### config.mk
export PLATFORM = sky130hd
export DESIGN_NAME = encoder_position_tracker_with_limits
export DESIGN_NICKNAME = d
export VERILOG_FILES = /design/src/rtl/ept_pkg.sv /design/src/rtl/ept_core.sv /design/src/rtl/encoder_position_tracker_with_limits.sv
export SDC_FILE = /design/constraint.sdc
export NUM_CORES = 1
export LEC_CHECK = 0
export ABC_AREA = 1
export BUFFER_PORTS_ARGS = -buffer_cell sky130_fd_sc_hd__buf_4
export CORE_MARGIN = 8
export CORE_UTILIZATION = 45
export CTS_BUF_LIST = sky130_fd_sc_hd__clkbuf_4 sky130_fd_sc_hd__clkbuf_8 sky130_fd_sc_hd__clkbuf_16
export CTS_CLUSTER_DIAMETER = 50
export DETAILED_ROUTE_END_ITERATION = 10
export PLACE_DENSITY_LB_ADDON = 0.1
export SYNTH_ARGS = -nofsm -noshare
export SYNTH_HDL_FRONTEND = slang
export SYNTH_SLANG_ARGS = --single-unit
### constraint.sdc
create_clock -name i_clk -period 7.99 [get_ports i_clk]
set_input_delay 0.799 -clock i_clk [delete_from_list [all_inputs] [get_ports i_clk]]
set_output_delay 0.799 -clock i_clk [all_outputs]
set_load 0.01 [all_outputs]
### src/rtl/ept_pkg.sv
`default_nettype none

package ept_pkg;

    // event codes carried by the opcode field
    typedef enum logic [2:0] {
        OP_EDGE    = 3'd0,
        OP_PRESS_A = 3'd1,
        OP_PRESS_B = 3'd2,
        OP_TICK    = 3'd3,
        OP_CALIB   = 3'd4
    } t_opcode;

    localparam int OPCODE_W = 3;
    localparam int TIME_W   = 32;
    localparam int ZONE_W   = 16;

    // configuration register map
    localparam int CFG_IDX_W  = 8;
    localparam int CFG_DATA_W = 32;
    localparam logic [CFG_IDX_W-1:0] CFG_SLOW_ZONE = 8'd0;
    localparam logic [CFG_IDX_W-1:0] CFG_DEBOUNCE  = 8'd1;

    localparam logic [ZONE_W-1:0] SLOW_ZONE_RESET = 16'd200;
    localparam logic [TIME_W-1:0] DEBOUNCE_RESET  = 32'd200000;

    typedef struct packed {
        logic [ZONE_W-1:0] slow_zone;
        logic [TIME_W-1:0] debounce;
    } t_cfg;

endpackage

`default_nettype wire

### src/rtl/ept_core.sv
`default_nettype none

module ept_core #(
    parameter int COUNT_WIDTH = 24
) (
    input  wire                           i_clk,
    input  wire                           i_rst_n,
    input  wire                           i_en,
    input  wire  ept_pkg::t_cfg           i_cfg,
    input  wire  [ept_pkg::OPCODE_W-1:0]  i_opcode,
    input  wire                           i_level_a,
    input  wire                           i_level_b,
    input  wire  [ept_pkg::TIME_W-1:0]    i_time_us,
    output logic signed [COUNT_WIDTH-1:0] o_window_count,
    output logic signed [COUNT_WIDTH-1:0] o_position,
    output logic [COUNT_WIDTH-2:0]        o_rope_length,
    output logic                          o_slow_cw,
    output logic                          o_slow_ccw,
    output logic                          o_stop_a,
    output logic                          o_stop_b,
    output logic                          o_calibrating,
    output logic                          o_seen_a,
    output logic                          o_seen_b
);
    import ept_pkg::*;

    localparam int CMPW = (COUNT_WIDTH + 2 > ZONE_W + 2) ? COUNT_WIDTH + 2 : ZONE_W + 2;
    localparam logic signed [COUNT_WIDTH-1:0] CNT_MAX = {1'b0, {(COUNT_WIDTH-1){1'b1}}};
    localparam logic signed [COUNT_WIDTH-1:0] CNT_MIN = {1'b1, {(COUNT_WIDTH-1){1'b0}}};
    localparam logic signed [COUNT_WIDTH-1:0] CNT_ONE = {{(COUNT_WIDTH-1){1'b0}}, 1'b1};

    // tracker state
    logic signed [COUNT_WIDTH-1:0] r_window, n_window;
    logic signed [COUNT_WIDTH-1:0] r_position, n_position;
    logic [COUNT_WIDTH-2:0]        r_length, n_length;
    logic                          r_calib, n_calib;
    logic                          r_found_a, n_found_a;
    logic                          r_found_b, n_found_b;
    logic [TIME_W-1:0]             r_last_a, n_last_a;
    logic [TIME_W-1:0]             r_last_b, n_last_b;
    logic                          r_slow_cw, n_slow_cw;
    logic                          r_slow_ccw, n_slow_ccw;
    logic                          r_stop_a, n_stop_a;
    logic                          r_stop_b, n_stop_b;

    logic signed [COUNT_WIDTH-1:0] w_win_step;
    logic signed [COUNT_WIDTH-1:0] w_pos_step;
    logic signed [COUNT_WIDTH-1:0] w_win_upd;
    logic signed [COUNT_WIDTH-1:0] w_win_neg;
    logic [COUNT_WIDTH-2:0]        w_mag;
    logic signed [CMPW-1:0]        w_pos_ext;
    logic signed [CMPW-1:0]        w_len_ext;
    logic signed [CMPW-1:0]        w_zone_ext;
    logic [TIME_W-1:0]             w_dt_a;
    logic [TIME_W-1:0]             w_dt_b;
    logic                          w_up;

    // saturating one-pulse step, +1 when the levels differ
    assign w_up = i_level_a ^ i_level_b;
    assign w_win_step = w_up ? ((r_window == CNT_MAX) ? r_window : r_window + CNT_ONE)
                             : ((r_window == CNT_MIN) ? r_window : r_window - CNT_ONE);
    assign w_pos_step = w_up ? ((r_position == CNT_MAX) ? r_position : r_position + CNT_ONE)
                             : ((r_position == CNT_MIN) ? r_position : r_position - CNT_ONE);

    // magnitude of the window count, clamped to the positive range
    assign w_win_neg = -r_window;
    assign w_mag = (r_window == CNT_MIN) ? {(COUNT_WIDTH-1){1'b1}} :
                   r_window[COUNT_WIDTH-1] ? w_win_neg[COUNT_WIDTH-2:0] :
                                             r_window[COUNT_WIDTH-2:0];

    // widened operands for the slow-zone compares
    assign w_pos_ext  = {{(CMPW-COUNT_WIDTH){w_pos_step[COUNT_WIDTH-1]}}, w_pos_step};
    assign w_len_ext  = {{(CMPW-COUNT_WIDTH+1){1'b0}}, r_length};
    assign w_zone_ext = {{(CMPW-ZONE_W){1'b0}}, i_cfg.slow_zone};

    // wrapping time since the last accepted press
    assign w_dt_a = i_time_us - r_last_a;
    assign w_dt_b = i_time_us - r_last_b;

    // next state for one event
    always_comb begin
        w_win_upd  = r_window;
        n_position = r_position;
        n_length   = r_length;
        n_calib    = r_calib;
        n_found_a  = r_found_a;
        n_found_b  = r_found_b;
        n_last_a   = r_last_a;
        n_last_b   = r_last_b;
        n_slow_cw  = r_slow_cw;
        n_slow_ccw = r_slow_ccw;
        n_stop_a   = r_stop_a;
        n_stop_b   = r_stop_b;
        case (i_opcode)
            OP_EDGE: begin
                w_win_upd  = w_win_step;
                n_position = w_pos_step;
                if (!r_calib) begin
                    n_slow_ccw = (w_pos_ext <= w_zone_ext);
                    n_slow_cw  = ((w_len_ext - w_pos_ext) <= w_zone_ext);
                end
            end
            OP_PRESS_A: begin
                if (w_dt_a >= i_cfg.debounce) begin
                    n_last_a = i_time_us;
                    if (r_calib && !r_found_a) begin
                        n_found_a = 1'b1;
                        if (r_found_b) begin
                            n_length   = w_mag;
                            n_calib    = 1'b0;
                            n_position = '0;
                        end else begin
                            w_win_upd = '0;
                        end
                    end else begin
                        n_stop_a = 1'b1;
                    end
                end
            end
            OP_PRESS_B: begin
                if (w_dt_b >= i_cfg.debounce) begin
                    n_last_b = i_time_us;
                    if (r_calib && !r_found_b) begin
                        n_found_b = 1'b1;
                        if (r_found_a) begin
                            n_length   = w_mag;
                            n_calib    = 1'b0;
                            n_position = '0;
                        end else begin
                            w_win_upd = '0;
                        end
                    end else begin
                        n_stop_b = 1'b1;
                    end
                end
            end
            OP_CALIB: begin
                n_calib   = 1'b1;
                n_found_a = 1'b0;
                n_found_b = 1'b0;
            end
            default: begin
            end
        endcase
        // a tick clears the window after it is reported, not while calibrating
        n_window = ((i_opcode == OP_TICK) && !r_calib) ? '0 : w_win_upd;
    end

    // state registers
    always_ff @(posedge i_clk) begin
        if (!i_rst_n) begin
            r_window   <= '0;
            r_position <= '0;
            r_length   <= '0;
            r_calib    <= 1'b0;
            r_found_a  <= 1'b0;
            r_found_b  <= 1'b0;
            r_last_a   <= '0;
            r_last_b   <= '0;
            r_slow_cw  <= 1'b0;
            r_slow_ccw <= 1'b0;
            r_stop_a   <= 1'b0;
            r_stop_b   <= 1'b0;
        end else if (i_en) begin
            r_window   <= n_window;
            r_position <= n_position;
            r_length   <= n_length;
            r_calib    <= n_calib;
            r_found_a  <= n_found_a;
            r_found_b  <= n_found_b;
            r_last_a   <= n_last_a;
            r_last_b   <= n_last_b;
            r_slow_cw  <= n_slow_cw;
            r_slow_ccw <= n_slow_ccw;
            r_stop_a   <= n_stop_a;
            r_stop_b   <= n_stop_b;
        end
    end

    // result view of this event
    assign o_window_count = w_win_upd;
    assign o_position     = n_position;
    assign o_rope_length  = n_length;
    assign o_slow_cw      = n_slow_cw;
    assign o_slow_ccw     = n_slow_ccw;
    assign o_stop_a       = n_stop_a;
    assign o_stop_b       = n_stop_b;
    assign o_calibrating  = n_calib;
    assign o_seen_a       = n_found_a;
    assign o_seen_b       = n_found_b;

endmodule

`default_nettype wire

### src/rtl/encoder_position_tracker_with_limits.sv
`default_nettype none

// Quadrature encoder position tracker with end-of-rope limits. Each request is one
// event (encoder A edge, end switch A or B press, tick, start calibration) and
// returns exactly one result with the window count, position, rope length and flags.
// An event waits in an input register until the result register is free or
// draining; then the tracker state and the result register are updated from it,
// so one event is accepted every cycle while results are taken. The state update
// loop sets that rate. The input register holds one more request while a result
// waits for the downstream ready. Configuration writes are always ready; index 0
// is the slow-zone distance, index 1 the debounce time in microseconds.
module encoder_position_tracker_with_limits #(
    parameter int COUNT_WIDTH = 24
) (
    input  wire                              i_clk,
    input  wire                              i_rst_n,
    // event request
    input  wire                              i_valid,
    output logic                             o_ready,
    input  wire  [ept_pkg::OPCODE_W-1:0]     i_opcode,
    input  wire                              i_level_a,
    input  wire                              i_level_b,
    input  wire  [ept_pkg::TIME_W-1:0]       i_time_us,
    // result
    output logic                             o_valid,
    input  wire                              i_ready,
    output logic signed [COUNT_WIDTH-1:0]    o_window_count,
    output logic signed [COUNT_WIDTH-1:0]    o_position,
    output logic [COUNT_WIDTH-2:0]           o_rope_length,
    output logic                             o_slow_cw,
    output logic                             o_slow_ccw,
    output logic                             o_stop_a,
    output logic                             o_stop_b,
    output logic                             o_calibrating,
    output logic                             o_seen_a,
    output logic                             o_seen_b,
    // configuration write
    input  wire                              i_cfg_valid,
    output logic                             o_cfg_ready,
    input  wire  [ept_pkg::CFG_IDX_W-1:0]    i_cfg_index,
    input  wire  [ept_pkg::CFG_DATA_W-1:0]   i_cfg_data
);
    import ept_pkg::*;

    t_cfg                r_cfg;
    logic                r_in_valid;
    logic [OPCODE_W-1:0] r_opcode;
    logic                r_level_a;
    logic                r_level_b;
    logic [TIME_W-1:0]   r_time_us;
    logic                w_adv;

    logic signed [COUNT_WIDTH-1:0] w_window_count;
    logic signed [COUNT_WIDTH-1:0] w_position;
    logic [COUNT_WIDTH-2:0]        w_rope_length;
    logic                          w_slow_cw;
    logic                          w_slow_ccw;
    logic                          w_stop_a;
    logic                          w_stop_b;
    logic                          w_calibrating;
    logic                          w_seen_a;
    logic                          w_seen_b;

    // configuration registers
    assign o_cfg_ready = 1'b1;

    always_ff @(posedge i_clk) begin
        if (!i_rst_n) begin
            r_cfg.slow_zone <= SLOW_ZONE_RESET;
            r_cfg.debounce  <= DEBOUNCE_RESET;
        end else if (i_cfg_valid) begin
            case (i_cfg_index)
                CFG_SLOW_ZONE: r_cfg.slow_zone <= i_cfg_data[ZONE_W-1:0];
                CFG_DEBOUNCE:  r_cfg.debounce  <= i_cfg_data[TIME_W-1:0];
                default: begin
                end
            endcase
        end
    end

    // the held event moves on when the result register is free or draining
    assign w_adv   = r_in_valid && (!o_valid || i_ready);
    assign o_ready = !r_in_valid || w_adv;

    // input register
    always_ff @(posedge i_clk) begin
        if (!i_rst_n) begin
            r_in_valid <= 1'b0;
        end else if (o_ready) begin
            r_in_valid <= i_valid;
        end
    end

    always_ff @(posedge i_clk) begin
        if (o_ready && i_valid) begin
            r_opcode  <= i_opcode;
            r_level_a <= i_level_a;
            r_level_b <= i_level_b;
            r_time_us <= i_time_us;
        end
    end

    ept_core #(
        .COUNT_WIDTH (COUNT_WIDTH)
    ) u_core (
        .i_clk          (i_clk),
        .i_rst_n        (i_rst_n),
        .i_en           (w_adv),
        .i_cfg          (r_cfg),
        .i_opcode       (r_opcode),
        .i_level_a      (r_level_a),
        .i_level_b      (r_level_b),
        .i_time_us      (r_time_us),
        .o_window_count (w_window_count),
        .o_position     (w_position),
        .o_rope_length  (w_rope_length),
        .o_slow_cw      (w_slow_cw),
        .o_slow_ccw     (w_slow_ccw),
        .o_stop_a       (w_stop_a),
        .o_stop_b       (w_stop_b),
        .o_calibrating  (w_calibrating),
        .o_seen_a       (w_seen_a),
        .o_seen_b       (w_seen_b)
    );

    // result register
    always_ff @(posedge i_clk) begin
        if (!i_rst_n) begin
            o_valid <= 1'b0;
        end else if (w_adv) begin
            o_valid <= 1'b1;
        end else if (i_ready) begin
            o_valid <= 1'b0;
        end
    end

    always_ff @(posedge i_clk) begin
        if (w_adv) begin
            o_window_count <= w_window_count;
            o_position     <= w_position;
            o_rope_length  <= w_rope_length;
            o_slow_cw      <= w_slow_cw;
            o_slow_ccw     <= w_slow_ccw;
            o_stop_a       <= w_stop_a;
            o_stop_b       <= w_stop_b;
            o_calibrating  <= w_calibrating;
            o_seen_a       <= w_seen_a;
            o_seen_b       <= w_seen_b;
        end
    end

endmodule

`default_nettype wire
Yosys cells after proc, flatten, opt, wreduce, memory -nomap -nowiden

Cells that the tools add are included.
W data, S select, Z words.

Add/sub/neg operators: 8
Order comparisons: 4
Equality and inequality tests: 9
Muxes and demuxes: 55
Bitwise logic cells: 1
Reduce and logical (&&, ||, !) cells: 19

Operators with widths:

| kind                    | number |
|---|---|
| $mux W24                | 19 |
| $mux W23                | 8 |
| $pmux W24 S3            | 2 |
| $eq A24 B24 Y1 const B  | 4 |
| $ge A32 B32 Y1          | 2 |
| $sub A32 B32 Y32        | 2 |
| $add A24 B2 Y24 const B | 2 |
| $sub A24 B2 Y24 const B | 2 |
| $pmux W23 S2            | 1 |
| $le A26 B17 Y1          | 1 |
| $sub A24 B24 Y25        | 1 |
| $le A24 B17 Y1          | 1 |
| $neg A23 Y23            | 1 |
| $mux W1                 | 22 |
| $eq A8 B1 Y1 const B    | 1 |
| $logic_not A8 Y1        | 1 |
| $eq A3 B2 Y1 const B    | 2 |
| $reduce_and A3 Y1       | 2 |
| $logic_and A1 B1 Y1     | 5 |
| $logic_not A1 Y1        | 5 |
| $pmux W1 S2             | 2 |
| $reduce_and A2 Y1       | 2 |
| $eq A3 B1 Y1 const B    | 1 |
| $eq A3 B3 Y1 const B    | 1 |
| other kinds (5)         | 6 |

Flip-flop bits (word level): 307
Output and inout bits: 81
Logic and storage cells: 126

Depth between registers and ports, before layout

Gate-level depths: netlist of the first run.

Depth in word-level cells: 7
Mapped depth: 41
Depth with buffers taken out: 40

Cells and area by module

A second synthesis of the first run with hierarchy kept.

Cells, all modules: 3,298
Area, all modules: 23,033.3 um^2

Modules (own cells, without submodules):

| module                               | instances | cells each | area each (um^2) | seq. area each (um^2) |
|---|---|---|---|---|
| ept_core                             | 1         | 2,875      | 17,421.7         | 2,842.7 |
| encoder_position_tracker_with_limits | 1         | 423        | 5,611.6          | 4,454.3 |

Worst setup path before layout of the first run

Ideal clock, no wire load.

Kind: reg-to-reg
Start: reg u_core.r_position[0]
End: reg u_core.r_slow_cw
Arrival: 4,800 ps
Path slack: 3,093 ps
Stages on the path, launching flop included: 37
Cells stage by stage: dfxtp_1 inv_1 ha_1 inv_1 nor4_4 nand4_4 nand2_1 o21ai_0 xor2_1 inv_1 ha_1 a21oi_1 o21ai_0 a21oi_1 inv_1 a31oi_1 inv_1 a21oi_1 inv_1 a21oi_1 o311ai_0 xor2_1 ha_1 nand2_1 nor2_1 nand4_1 nand2_1 nand2_1 nor2_1 nand3_1 a21oi_1 nand3_1 nor2_1 nand2_1 nand2_1 nand2_2 a21oi_2

Longest elaborated chain between the ends: 7
Elaborated cells on any way between the ends: 11
Those cells by class: add/sub: 3; order compare: 1; eq/ne: 2; mux: 5

RTL lines:

| item                                    | RTL line                       | source |
|---|---|---|
| from (decl)                             | ept_core.sv:34                 | `logic signed [COUNT_WIDTH-1:0] r_position, n_position;` |
| from (signal assigned)                  | ept_core.sv:166                | `r_position <= n_position;` |
| $sub A24 B2 Y24 (tied with other cells) | ept_core.sv:63                 | `: ((r_position == CNT_MIN) ? r_position : r_position - CNT_ONE);` |
| $mux W24, on equally long branches      | ept_core.sv:63, ept_core.sv:62 |  |
| $mux W24 *                              | ept_core.sv:62                 | `assign w_pos_step = w_up ? ((r_position == CNT_MAX) ? r_position : r_position + CNT_ONE)` |
| $sub A24 B24 Y25 *                      | ept_core.sv:100                | `n_slow_cw = ((w_len_ext - w_pos_ext) <= w_zone_ext);` |
| $le A26 B17 Y1 *                        | ept_core.sv:100                |  |
| $mux W1 *                               | ept_core.sv:98                 | `if (!r_calib) begin` |
| $mux W1 *                               | ept_core.sv:94                 | `case (i_opcode)` |
| to (signal assigned)                    | ept_core.sv:173                | `r_slow_cw <= n_slow_cw;` |
| to (decl)                               | ept_core.sv:41                 | `logic r_slow_cw, n_slow_cw;` |

Every way passes the cells marked *; elsewhere a longest branch is shown, timed or not.
A chain may end at the register's enable or synchronous reset.

Final worst setup path of the first run

Start: reg u_core.r_position[17]
End: reg u_core.r_slow_cw

The elaborated chain is that of the path after synthesis.

==> results of run 1 <==
layout make-up:
class | count | area [um^2] | share of cell area, %
clock inverters | 25 | 246 | 0.995
inverters | 380 | 1430 | 5.78
clock buffers | 54 | 1210 | 4.87
well taps | 615 | 769 | 3.11
repair buffers | 179 | 1340 | 5.43
flip-flops and latches | 307 | 7300 | 29.5
multi-input cells | 2111 | 12500 | 50.4
logic make-up after synthesis:
family | Yosys count | synth area share, %
simple gates | 1014 | 21.0
other cells | 1 | 0.0172
compound gates | 791 | 20.4
flops | 307 | 33.6
xor+xnor | 116 | 4.71
buf+inv | 515 | 9.31
fa+ha+maj | 189 | 11.0
routing by layer:
metal,part of all wire (%),GRT usage [%]
met5,0,0
met4,2.8,7.14
met3,5.4,3.50
met2,46,40.0
met1,46,33.2
synth_stat cells, types with 5 or more instances:
cell / n / area share [%]
sky130_fd_sc_hd__nand2_1: 486 / 8.4
sky130_fd_sc_hd__inv_1: 367 / 6.3
sky130_fd_sc_hd__a21oi_1: 316 / 7.3
sky130_fd_sc_hd__o21ai_0: 277 / 6.4
sky130_fd_sc_hd__nor2_1: 199 / 3.4
sky130_fd_sc_hd__dfxtp_1: 192 / 18
sky130_fd_sc_hd__ha_1: 186 / 11
sky130_fd_sc_hd__nand3_1: 144 / 3.3
sky130_fd_sc_hd__edfxtp_1: 115 / 16
sky130_fd_sc_hd__xor2_1: 83 / 3.3
sky130_fd_sc_hd__clkbuf_1: 82 / 1.4
sky130_fd_sc_hd__o211ai_1: 69 / 2.4
sky130_fd_sc_hd__nand4_1: 65 / 1.9
sky130_fd_sc_hd__nor3_1: 38 / 0.87
sky130_fd_sc_hd__buf_2: 36 / 0.83
sky130_fd_sc_hd__xnor2_1: 32 / 1.3
sky130_fd_sc_hd__a22oi_1: 19 / 0.66
sky130_fd_sc_hd__a31oi_1: 16 / 0.46
sky130_fd_sc_hd__and2_1: 13 / 0.37
sky130_fd_sc_hd__nand2_2: 13 / 0.37
sky130_fd_sc_hd__o31ai_1: 13 / 0.45
sky130_fd_sc_hd__inv_2: 11 / 0.19
sky130_fd_sc_hd__nor4_1: 11 / 0.32
sky130_fd_sc_hd__o21a_1: 11 / 0.38
sky130_fd_sc_hd__o21ai_1: 10 / 0.23
sky130_fd_sc_hd__o22ai_1: 10 / 0.29
sky130_fd_sc_hd__or2_2: 9 / 0.26
sky130_fd_sc_hd__a211oi_1: 7 / 0.24
sky130_fd_sc_hd__buf_1: 7 / 0.12
sky130_fd_sc_hd__nor2_4: 7 / 0.36
sky130_fd_sc_hd__a21o_1: 6 / 0.21
sky130_fd_sc_hd__buf_4: 6 / 0.21
sky130_fd_sc_hd__nor3_2: 6 / 0.28
sky130_fd_sc_hd__a21boi_0: 5 / 0.17
sky130_fd_sc_hd__a21boi_1: 5 / 0.17
sky130_fd_sc_hd__nand3b_1: 5 / 0.17
sky130_fd_sc_hd__o21bai_1: 5 / 0.17
sky130_fd_sc_hd__o221ai_1: 5 / 0.20
report_power, final:
group | internal (mW) | total [mW] | switching (mW)
clock network | 1.16 | 1.93 | 0.771
registers | 1.70 | 1.79 | 0.0845
logic | 0.505 | 1.41 | 0.907
total | 3.37 | 5.13 | 1.76
through the flow:
stage / util [%] / worst slack [ns] / area, um^2
floorplan: - / 3.09 / 21700
global placement: 48.8 / 1.53 / 23300
detailed placement: 48.8 / 1.60 / 23300
CTS: 51.9 / 1.55 / 24800
global route: 51.9 / 0.759 / 24800
finish: 51.9 / 1.48 / 24800
worst reg2reg max path, delay by kind of cell, from the launching register on:
family	cells	cell delay [ns]
AO/OA/AOI/OAI	10	1.81
XOR/XNOR	2	0.57
adder cells (fa/ha/maj)	2	0.68
buffers and inverters	6	0.59
flip-flops	1	0.63
AND/OR/NAND/NOR	18	2.20
flip-flops by register name, summed over array words and instances, names as in the netlist, 3 cells and up:
| register | cells |
|---|---|
| o_window_count | 24 |
| u_core.r_length | 23 |
| o_position | 24 |
| u_core.r_window | 24 |
| u_core.r_last_b | 32 |
| r_time_us | 32 |
| r_opcode | 3 |
| u_core.r_last_a | 32 |
| r_cfg | 48 |
| o_rope_length | 23 |
| u_core.r_position | 24 |
placed cells by master (no fill, tap or decap), drive strengths merged, types with 3 or more instances in the layout:
cell type,n
o21ai,288
o221ai,5
or2,10
o31ai,13
nand3b,5
o22ai,10
dfxtp,192
ha,186
inv,387
edfxtp,115
nor3,45
clkinv,15
and2,13
clkbuf,54
o21a,11
a21boi,11
xnor2,32
nor4,14
nor2,210
xor2,84
o21bai,5
a211oi,7
a21oi,318
o211ai,69
nand3,148
a31oi,17
a21o,6
buf,179
fa,3
nand2,499
a22oi,19
nand4,68
o2111ai,3
how the worst min path moves through the flow:
| stage | cells past startpoint | start | endpoint | slack [ns] |
|---|---|---|---|---|
| after floorplan | 2 | u_core.r_last_a[0]$_SDFFE_PN0P_ | u_core.r_last_a[0]$_SDFFE_PN0P_ | 0.43 |
| after global placement | 2 | u_core.r_last_a[18]$_SDFFE_PN0P_ | u_core.r_last_a[18]$_SDFFE_PN0P_ | 0.44 |
| after detailed placement | 2 | u_core.r_last_a[0]$_SDFFE_PN0P_ | u_core.r_last_a[0]$_SDFFE_PN0P_ | 0.45 |
| after CTS | 1 | i_opcode[1] | r_opcode[1]$_DFFE_PP_ | 0.37 |
| after global routing | 1 | i_time_us[22] | r_time_us[22]$_DFFE_PP_ | 0.37 |
| final | 1 | i_time_us[22] | r_time_us[22]$_DFFE_PP_ | 0.40 |
==> impl_metrics.toml, run 1 <==
[global_route]
maximum_number_of_pins_on_one_net_before_global_route_repair = 88
grt_pass1_wl_mm = 110
grt_overflow = 0
first_global_vias = 19693
global_route.usage.total_pct = 24.4
grt_antenna_before_repair = 0

[clocking]
clk_transition_reported_paths_ns = 0.06
h-tree-depth = 2
clock_tree_from_tritoncts = "yes"
postcts_resize_cnt = 0
ctsLongestPathBuffers = 3
worst_skew_pair.late_latency_ns = 0.57
postCtsHoldBufs = 0
numClockSinks = 307
root_buffer = "sky130_fd_sc_hd__clkbuf_16"
post-cts-setup-buffers = 0
cts_inserted_buffers = 43

[placed_design]
dpl.hpwl_mm = 53.6
place.port_buffers = 161
replace_congestion = 0.929
numPlacedInstances = 3592

[synth]
edff_count_synth = 115
syn_nets = 3204
synth-seq-cells = 307
synth_area_per_cell_um2 = 7.42
ys_warn_count = 0
yosysSeqAreaShare_pct = 33.6
post_synth_instance_area_um2 = 21700
synth_flop_cell = "sky130_fd_sc_hd__dfxtp_1"
postSynthCellCount = 2933
postSynth.asyncResetShare_pct = 0
netlist-cell-type-count = 66

[timing]
hold_violations = 0
report.final.slew_viol_count = 0
worst_slew_margin_rel_pct = 31.0
fraction_of_the_cycle_the_final_worst_path_needs_pct = 81.5
tns_ns = 0
worst_hold_slack_ns = 0.399
finalCriticalPeriod_ns = 6.51
rsz0062_at_grt = "no"
timing.fmax_ghz = 0.154
timing.final.setup_violations = 0
tightest_slew_ns = 1.03
skew_ns = 0.0175

[critical_path]
cp.required_ns = 8.49
critical_path.startpoint = "u_core.r_position[17]$_SDFFE_PN0P_"
worst_path_dominant_cell_family = "simple AND/OR/NAND/NOR gates"
crit_cells = 38
cpMaxStageDelayCell = "sky130_fd_sc_hd__dfxtp_1"
worst-path-buf-inv = 6
worst_setup_path_end_kind = "flop"
path_class = "reg -> reg"
critical_path.startpoint_type = "flop"
worst_reg2reg_endpoint = "u_core.r_slow_cw$_SDFFE_PN0P_"
worstPathMaxFanout = 11
reg2reg_setup_slack_ns = 1.48
timing.rr.start = "u_core.r_position[17]$_SDFFE_PN0P_"
cp.arrival_ns = 7.01
ff2ff_path_depth = 38
critPathCapture = "u_core.r_slow_cw$_SDFFE_PN0P_"
crit_top_cell = "sky130_fd_sc_hd__nand2_1"
max_stage_delay_ns = 0.63

[die]
number_of_rows_in_the_core_area = 80
fp.dieArea_um2 = 55600
num_io_pins = 163
chipWidth_um = 236
core_um2 = 47700
initial_core_utilization_pct = 45.6
chipHeight_um = 236

[power]
p_per_area_nw_per_um2 = 207
finalPower_mw = 5.13
leakagePower_nw = 10.8
worst_supply_voltage_drop_on_vdd_mv = 0.177

[run]
drv.max_cap_violation_count = 0

[drt]
antenna_violating_nets_post_route = 0
drt_wl_total_mm = 70.5
detail_route.wl_per_cell_um = 19.2
detail_route.first_pass.iterations = 6
mean_number_of_vias_per_cell = 5.62
drtIter0Drc = 1431
drc_errors = 0
num_vias = 20649

[final_layout]
filler_cell_count = 4707
total_nets_final = 3293
layout-drive-gt1-share_pct = 10.9
finish.cell_count_without_fillers = 3671
antenna_cells_inserted = 0
flow.area_growth_from_synthesis_pct = 13.9

[worst_hold_path]
min-delay-path-class = "in -> reg"

[status]
run_status = "finished, final reports clean"
No activity file was read; power rests on OpenSTA's default activity.
==> run 2, diff against run 1 <==
- clock period: 7.99 -> 5.7 ns (I/O delays scaled with it)
==> run 2 against run 1 <==
Net effect:
- cell area increased by 3.2%
- sequential share of layout area fell by 0.88 points
- cell count up 1.9%
- routed wire length rose by 1.8%
==> impl_metrics.toml, run 2 (same netlist as run 1, synthesis figures left out) <==
[global_route]
global_route.usage.total_pct = 24.5
grt_pass1_wl_mm = 110
maximum_number_of_pins_on_one_net_before_global_route_repair = 84
grt_antenna_before_repair = 2
grt_overflow = 0
first_global_vias = 19987

[clocking]
cts_inserted_buffers = 44
numClockSinks = 307
clk_transition_reported_paths_ns = 0.06
ctsLongestPathBuffers = 3
root_buffer = "sky130_fd_sc_hd__clkbuf_16"
clock_tree_from_tritoncts = "yes"
postCtsHoldBufs = 0
h-tree-depth = 2
worst_skew_pair.late_latency_ns = 0.59

[timing]
fraction_of_the_cycle_the_final_worst_path_needs_pct = 92.5
hold_violations = 0
final_setup_margin_ns = 0.427
tightest_slew_ns = 1.14
finalCriticalPeriod_ns = 5.27
worst_slew_margin_rel_pct = 23.9
timing.final.setup_violations = 0
timing.fmax_ghz = 0.190
skew_ns = 0.0209
report.final.slew_viol_count = 0

[placed_design]
numPlacedInstances = 3651
dpl.hpwl_mm = 53.8
dp_slack_ns = 0.113
place.port_buffers = 161
replace_congestion = 0.958
dpl_cell_area_um2 = 23800

[power]
power_report.internal_total_mw = 4.93
leakagePower_nw = 11.2
p_per_area_nw_per_um2 = 294
finalPower_mw = 7.51
combinational_share_of_power_pct = 28.8
worst_supply_voltage_drop_on_vdd_mv = 0.245
share_clk_of_total_power_pct = 37.9
share_seq_of_total_power_pct = 33.2
power.share.switching_pct = 34.3
net-switching-power_mw = 2.58

[die]
initial_core_utilization_pct = 45.6
num_io_pins = 163
core_um2 = 47700
number_of_rows_in_the_core_area = 80
chipWidth_um = 236
chipHeight_um = 236
fp.dieArea_um2 = 55600

[final_layout]
total_nets_final = 3360
flow.area_growth_from_synthesis_pct = 17.5
design_area_um2 = 25600
most_used_cells_in_the_layout_excluding_fill_and_tap_cells = "sky130_fd_sc_hd__nand2_1, sky130_fd_sc_hd__inv_1, sky130_fd_sc_hd__a21oi_1"
mostFrequentLayoutCell = "sky130_fd_sc_hd__nand2_1"
finish.cell_count_without_fillers = 3741
largest_register_ffs = 48
layout-drive-gt1-share_pct = 13.6
top_register = "r_cfg"

[drt]
mean_number_of_vias_per_cell = 5.62
drtIter0Drc = 1702
antenna_violating_nets_post_route = 0
drt_wl_total_mm = 71.8
detail_route.first_pass.iterations = 5
num_vias = 21037
detail_route.wl_per_cell_um = 19.2
drc_errors = 0

[critical_path]
cp.arrival_ns = 5.59
cpMaxStageDelayCell = "sky130_fd_sc_hd__edfxtp_1"
worstPathMaxFanout = 22
worst_path_dominant_cell_family = "simple AND/OR/NAND/NOR gates"
worst_setup_path_end_kind = "flop"
crit_top_cell = "sky130_fd_sc_hd__nand2_1"
worst-path-buf-inv = 4
critical_path.startpoint_type = "flop"
path_class = "reg -> reg"
max_stage_delay_ns = 0.40
cp.required_ns = 6.02

[worst_hold_path]
min-delay-path-class = "in -> reg"

[run]
drv.max_cap_violation_count = 0

[status]
run_status = "finished, final reports clean"
==> run 2: cell types whose count changed in the layout (fill, tap and decap cells not counted), moves of 4 or more <==
cell                         delta
sky130_fd_sc_hd__buf_4         +59
sky130_fd_sc_hd__dfxtp_1        -7
sky130_fd_sc_hd__dfxtp_2        +7
sky130_fd_sc_hd__a21oi_1        -6
sky130_fd_sc_hd__a21oi_2        +6
sky130_fd_sc_hd__buf_12         +4
sky130_fd_sc_hd__clkinvlp_4     +4
==> run 2: through the flow <==
stage | util [%] | hold slack (ns) | setup TNS (ns)
after detailed placement | 49.9 | 0.448 | 0
after floorplan | - | 0.427 | 0
final | 53.5 | 0.154 | 0
after global placement | 49.9 | 0.440 | 0
after CTS | 53.1 | 0.120 | 0
after global routing | 53.5 | 0.133 | -0.0301
==> run 2: path summary, 6_finish.rpt <==
path	start	to	slack [ns]	cells after the start
setup / recovery	r_time_us[0]$_DFFE_PP_	o_position[17]$_DFFE_PP_	0.43	30
hold / removal	i_opcode[0]	r_opcode[0]$_DFFE_PP_	0.15	1
setup reg to reg	r_time_us[0]$_DFFE_PP_	o_position[17]$_DFFE_PP_	0.43	30
hold reg to reg	u_core.r_last_b[7]$_SDFFE_PN0P_	u_core.r_last_b[7]$_SDFFE_PN0P_	0.45	2
==> run 2: final cells by class <==
class	instances	area, um^2
repair buffers	245	1930
diodes	1	2.50
clock buffers	49	1160
well taps	615	769
multi-input cells	2111	12600
fillers	4639	22200
inverters	380	1430
flip-flops and latches	307	7310
clock inverters	33	384
==> run 2: layer usage <==
metal / up-vias / wire length, um / global-route usage (%)
li1: 10335 / - / -
met1: 9879 / 32700 / 33.0
met2: 694 / 32600 / 39.9
met3: 129 / 4360 / 3.52
met4: 0 / 2080 / 8.46
met5: - / 0 / 0
==> run 2: timing repair <==
| item | 4_1_cts | 5_1_grt |
|---|---|---|
| setup endpoints to repair | 0 | 180 |
| endpoints found under the hold margin | 0 | 0 |
| buffers inserted | 0 | 5 |
| resized for setup | 0 | 37 |
==> run 2: power by group through the flow <==
| stage | registers [mW] | clock network (mW) | logic, mW |
|---|---|---|---|
| after floorplan | 2.50 | 0 | 1.42 |
| after global routing | 2.51 | 2.99 | 2.42 |
| after detailed placement | 2.54 | 0 | 2.07 |
| after global placement | 2.54 | 0 | 2.03 |
| after CTS | 2.49 | 2.91 | 2.08 |
| final | 2.50 | 2.85 | 2.17 |
==> run 2: worst reg2reg max path: cells and delay by family, from the launching register on <==
family / cells / cell delay [ns]
and+or+nand+nor: 14 / 1.78
AOI/OAI and AO/OA: 8 / 1.42
adders and majority gates: 3 / 0.83
buffers and inverters: 4 / 0.43
DFF: 1 / 0.40
xor gates and xnor gates: 1 / 0.16
==> run 3, diff against run 2 <==
- ABC_AREA: 1 -> default
==> run 3 against run 2 <==
Net effect:
- largest power group unchanged
- routed wire length down 17%
- sequential power down 5%
- highest routed layer unchanged
- via count shrank 15%
- sequential share of layout area increased by 0.81 points
- clock skew grew 0.0022 ns
- total power is 17% lower
- die area is 6.9% lower
- clock power decreased by 9.8%
- flip-flop and latch count stayed put
- synthesized cell count shrank 18%
==> impl_metrics.toml, run 3 <==
[final_layout]
top_register = "r_cfg"
largest_register_ffs = 48
layout-drive-gt1-share_pct = 18.6
flow.area_growth_from_synthesis_pct = 23.3
total_nets_final = 2900
finish.utilization_pct = 56.2
most_used_cells_in_the_layout_excluding_fill_and_tap_cells = "sky130_fd_sc_hd__nand2_1, sky130_fd_sc_hd__buf_4, sky130_fd_sc_hd__nor2_1"
antenna_cells_inserted = 0
mostFrequentLayoutCell = "sky130_fd_sc_hd__nand2_1"

[die]
fp.dieArea_um2 = 51800
num_io_pins = 163
number_of_rows_in_the_core_area = 77
chipHeight_um = 228
initial_core_utilization_pct = 45.6
chipWidth_um = 228
core_um2 = 44200

[timing]
worst_hold_slack_ns = 0.177
hold_violations = 0
fraction_of_the_cycle_the_final_worst_path_needs_pct = 96.4
skew_ns = 0.0231
timing.final.setup_violations = 0
timing.fmax_ghz = 0.182
worst_slew_margin_rel_pct = 14.2
tightest_slew_ns = 1.29
rsz0062_at_grt = "yes"
finalCriticalPeriod_ns = 5.49
report.final.slew_viol_count = 0

[synth]
synth_flop_cell = "sky130_fd_sc_hd__dfxtp_1"
yosysTopAreaCell = "sky130_fd_sc_hd__dfxtp_1"
postSynth.asyncResetShare_pct = 0
syn_nets = 2671
top_post_synthesis_cells_by_area = "sky130_fd_sc_hd__dfxtp_1, sky130_fd_sc_hd__edfxtp_1, sky130_fd_sc_hd__ha_1"
yosysSeqAreaShare_pct = 36.2
synthTopCellsByCount = "sky130_fd_sc_hd__nand2_1, sky130_fd_sc_hd__nor2_1, sky130_fd_sc_hd__dfxtp_1, sky130_fd_sc_hd__ha_1, sky130_fd_sc_hd__inv_1"
postSynthCellCount = 2400
yosys.area.top_type_share_pct = 19.1
ys_warn_count = 0
netlist-cell-type-count = 85
synth_area_per_cell_um2 = 8.40
synth-seq-cells = 307
post_synth_instance_area_um2 = 20100
edff_count_synth = 115
yosysMostFrequentCell = "sky130_fd_sc_hd__nand2_1"

[worst_hold_path]
min-delay-path-class = "in -> reg"
holdPathStages = 1

[clocking]
root_buffer = "sky130_fd_sc_hd__clkbuf_16"
clock_tree_from_tritoncts = "yes"
numClockSinks = 307
postCtsHoldBufs = 0
cts_inserted_buffers = 41
ctsLongestPathBuffers = 3
worst_skew_pair.late_latency_ns = 0.57
clk_transition_reported_paths_ns = 0.06
h-tree-depth = 2

[placed_design]
dpl.hpwl_mm = 43.6
place.port_buffers = 161
replace_congestion = 0.919

[global_route]
first_global_vias = 17191
grt_pass1_wl_mm = 91.8
grt_overflow = 0
maximum_number_of_pins_on_one_net_before_global_route_repair = 105
grt_antenna_before_repair = 0
global_route.usage.total_pct = 22.1

[critical_path]
worst_setup_path_end_kind = "flop"
max_stage_delay_ns = 0.44
crit_top_cell = "sky130_fd_sc_hd__o21ai_2"
cp.required_ns = 5.98
cp.arrival_ns = 5.78
ff2ff_path_depth = 28
path_class = "reg -> reg"
cpMaxStageDelayCell = "sky130_fd_sc_hd__or4_4"
critical_path.startpoint_type = "flop"
worstPathMaxFanout = 8

[drt]
drt_wl_total_mm = 59.4
detail_route.wl_per_cell_um = 18.3
detail_route.first_pass.iterations = 5
mean_number_of_vias_per_cell = 5.53
drc_errors = 0
num_vias = 17973
antenna_violating_nets_post_route = 0
drtIter0Drc = 1254

[power]
worst_supply_voltage_drop_on_vdd_mv = 0.282
leakagePower_nw = 9.74
p_per_area_nw_per_um2 = 250

[status]
run_status = "finished, final reports clean"

[run]
drv.max_cap_violation_count = 0
run 3: cell count changes in the layout (fill, tap and decap cells not counted), sizes merged, moves of 62 or more:
| cell | delta |
|---|---|
| mux2i | +105 |
| nor2 | +70 |
| inv | -216 |
| a21oi | -158 |
| a31oi | +68 |
| nand3 | -124 |
| o21ai | -149 |
| nand2 | -193 |
| buf | +62 |
run 3: final cells by class:
cell class | count | area [um^2]
sequential | 307 | 7300
clock buffer | 48 | 1110
fill | 4022 | 19400
timing repair buffer | 311 | 2620
clock inverter | 27 | 263
inverter | 164 | 621
tap | 592 | 741
multi-input combinational | 1804 | 12200
run 3: cell families after synthesis:
group	synth area share, %
multiplexers	5.44
AND/OR/NAND/NOR	18.1
AO/OA/AOI/OAI	17.9
adder cells (fa/ha/maj)	11.9
buffers and inverters	5.45
flip-flops	36.2
XOR/XNOR	4.98
other	0.0186
run 3: worst paths after layout:
check                         start                          to  slack (ns)
max          r_time_us[0]$_DFFE_PP_  o_rope_length[3]$_DFFE_PP_        0.21
min                    i_time_us[8]      r_time_us[8]$_DFFE_PP_        0.18
max reg2reg  r_time_us[0]$_DFFE_PP_  o_rope_length[3]$_DFFE_PP_        0.21
min reg2reg  r_cfg[23]$_SDFFE_PN0P_      r_cfg[23]$_SDFFE_PN0P_        0.46
run 3: repair_timing:
item,4_1_cts,5_1_grt
endpoints found under the hold margin,0,0
endpoints found under the setup margin,181,207
pin swaps,6,67
gates resized for setup,18,102
cloned,2,7
buffers inserted,2,10
run 3: layer usage:
layer	GRT usage (%)	wire (um)	up-vias
met5	0	0	-
met4	7.02	1780	0
met3	2.89	2640	108
met2	38.5	28500	439
met1	28.0	26500	8467
li1	-	-	8959
run 3: power by group:
part	switching, mW	total (mW)	internal [mW]
Sequential	0.0464	2.38	2.34
Clock	1.05	2.57	1.52
Combinational	0.721	1.27	0.544
run 3: per-stage QoR:
| stage | setup TNS, ns | cells | total power [mW] | area, um^2 | setup WS (ns) |
|---|---|---|---|---|---|
| after detailed placement | -81.19 | 3159 | 3.63 | 22800 | -0.633 |
| after CTS | 0 | 3237 | 6.25 | 24300 | 0.0106 |
| after global routing | -1.70 | 3253 | 6.50 | 24800 | -0.0560 |
| after floorplan | 0 | 2400 | 3.20 | 20100 | 0.0697 |
| after global placement | -60.49 | 3159 | 3.61 | 22800 | -0.512 |
| final | 0 | 3253 | 6.22 | 24800 | 0.206 |
run 3: critical path: cells and delay by family, from the launching register on:
kind                       cells  cell delay (ns)
AOI/OAI and AO/OA             16             2.84
xor gates and xnor gates       1             0.09
DFF                            1             0.41
buffers and inverters          5             0.61
adders and majority gates      3             0.69
and+or+nand+nor                3             0.57
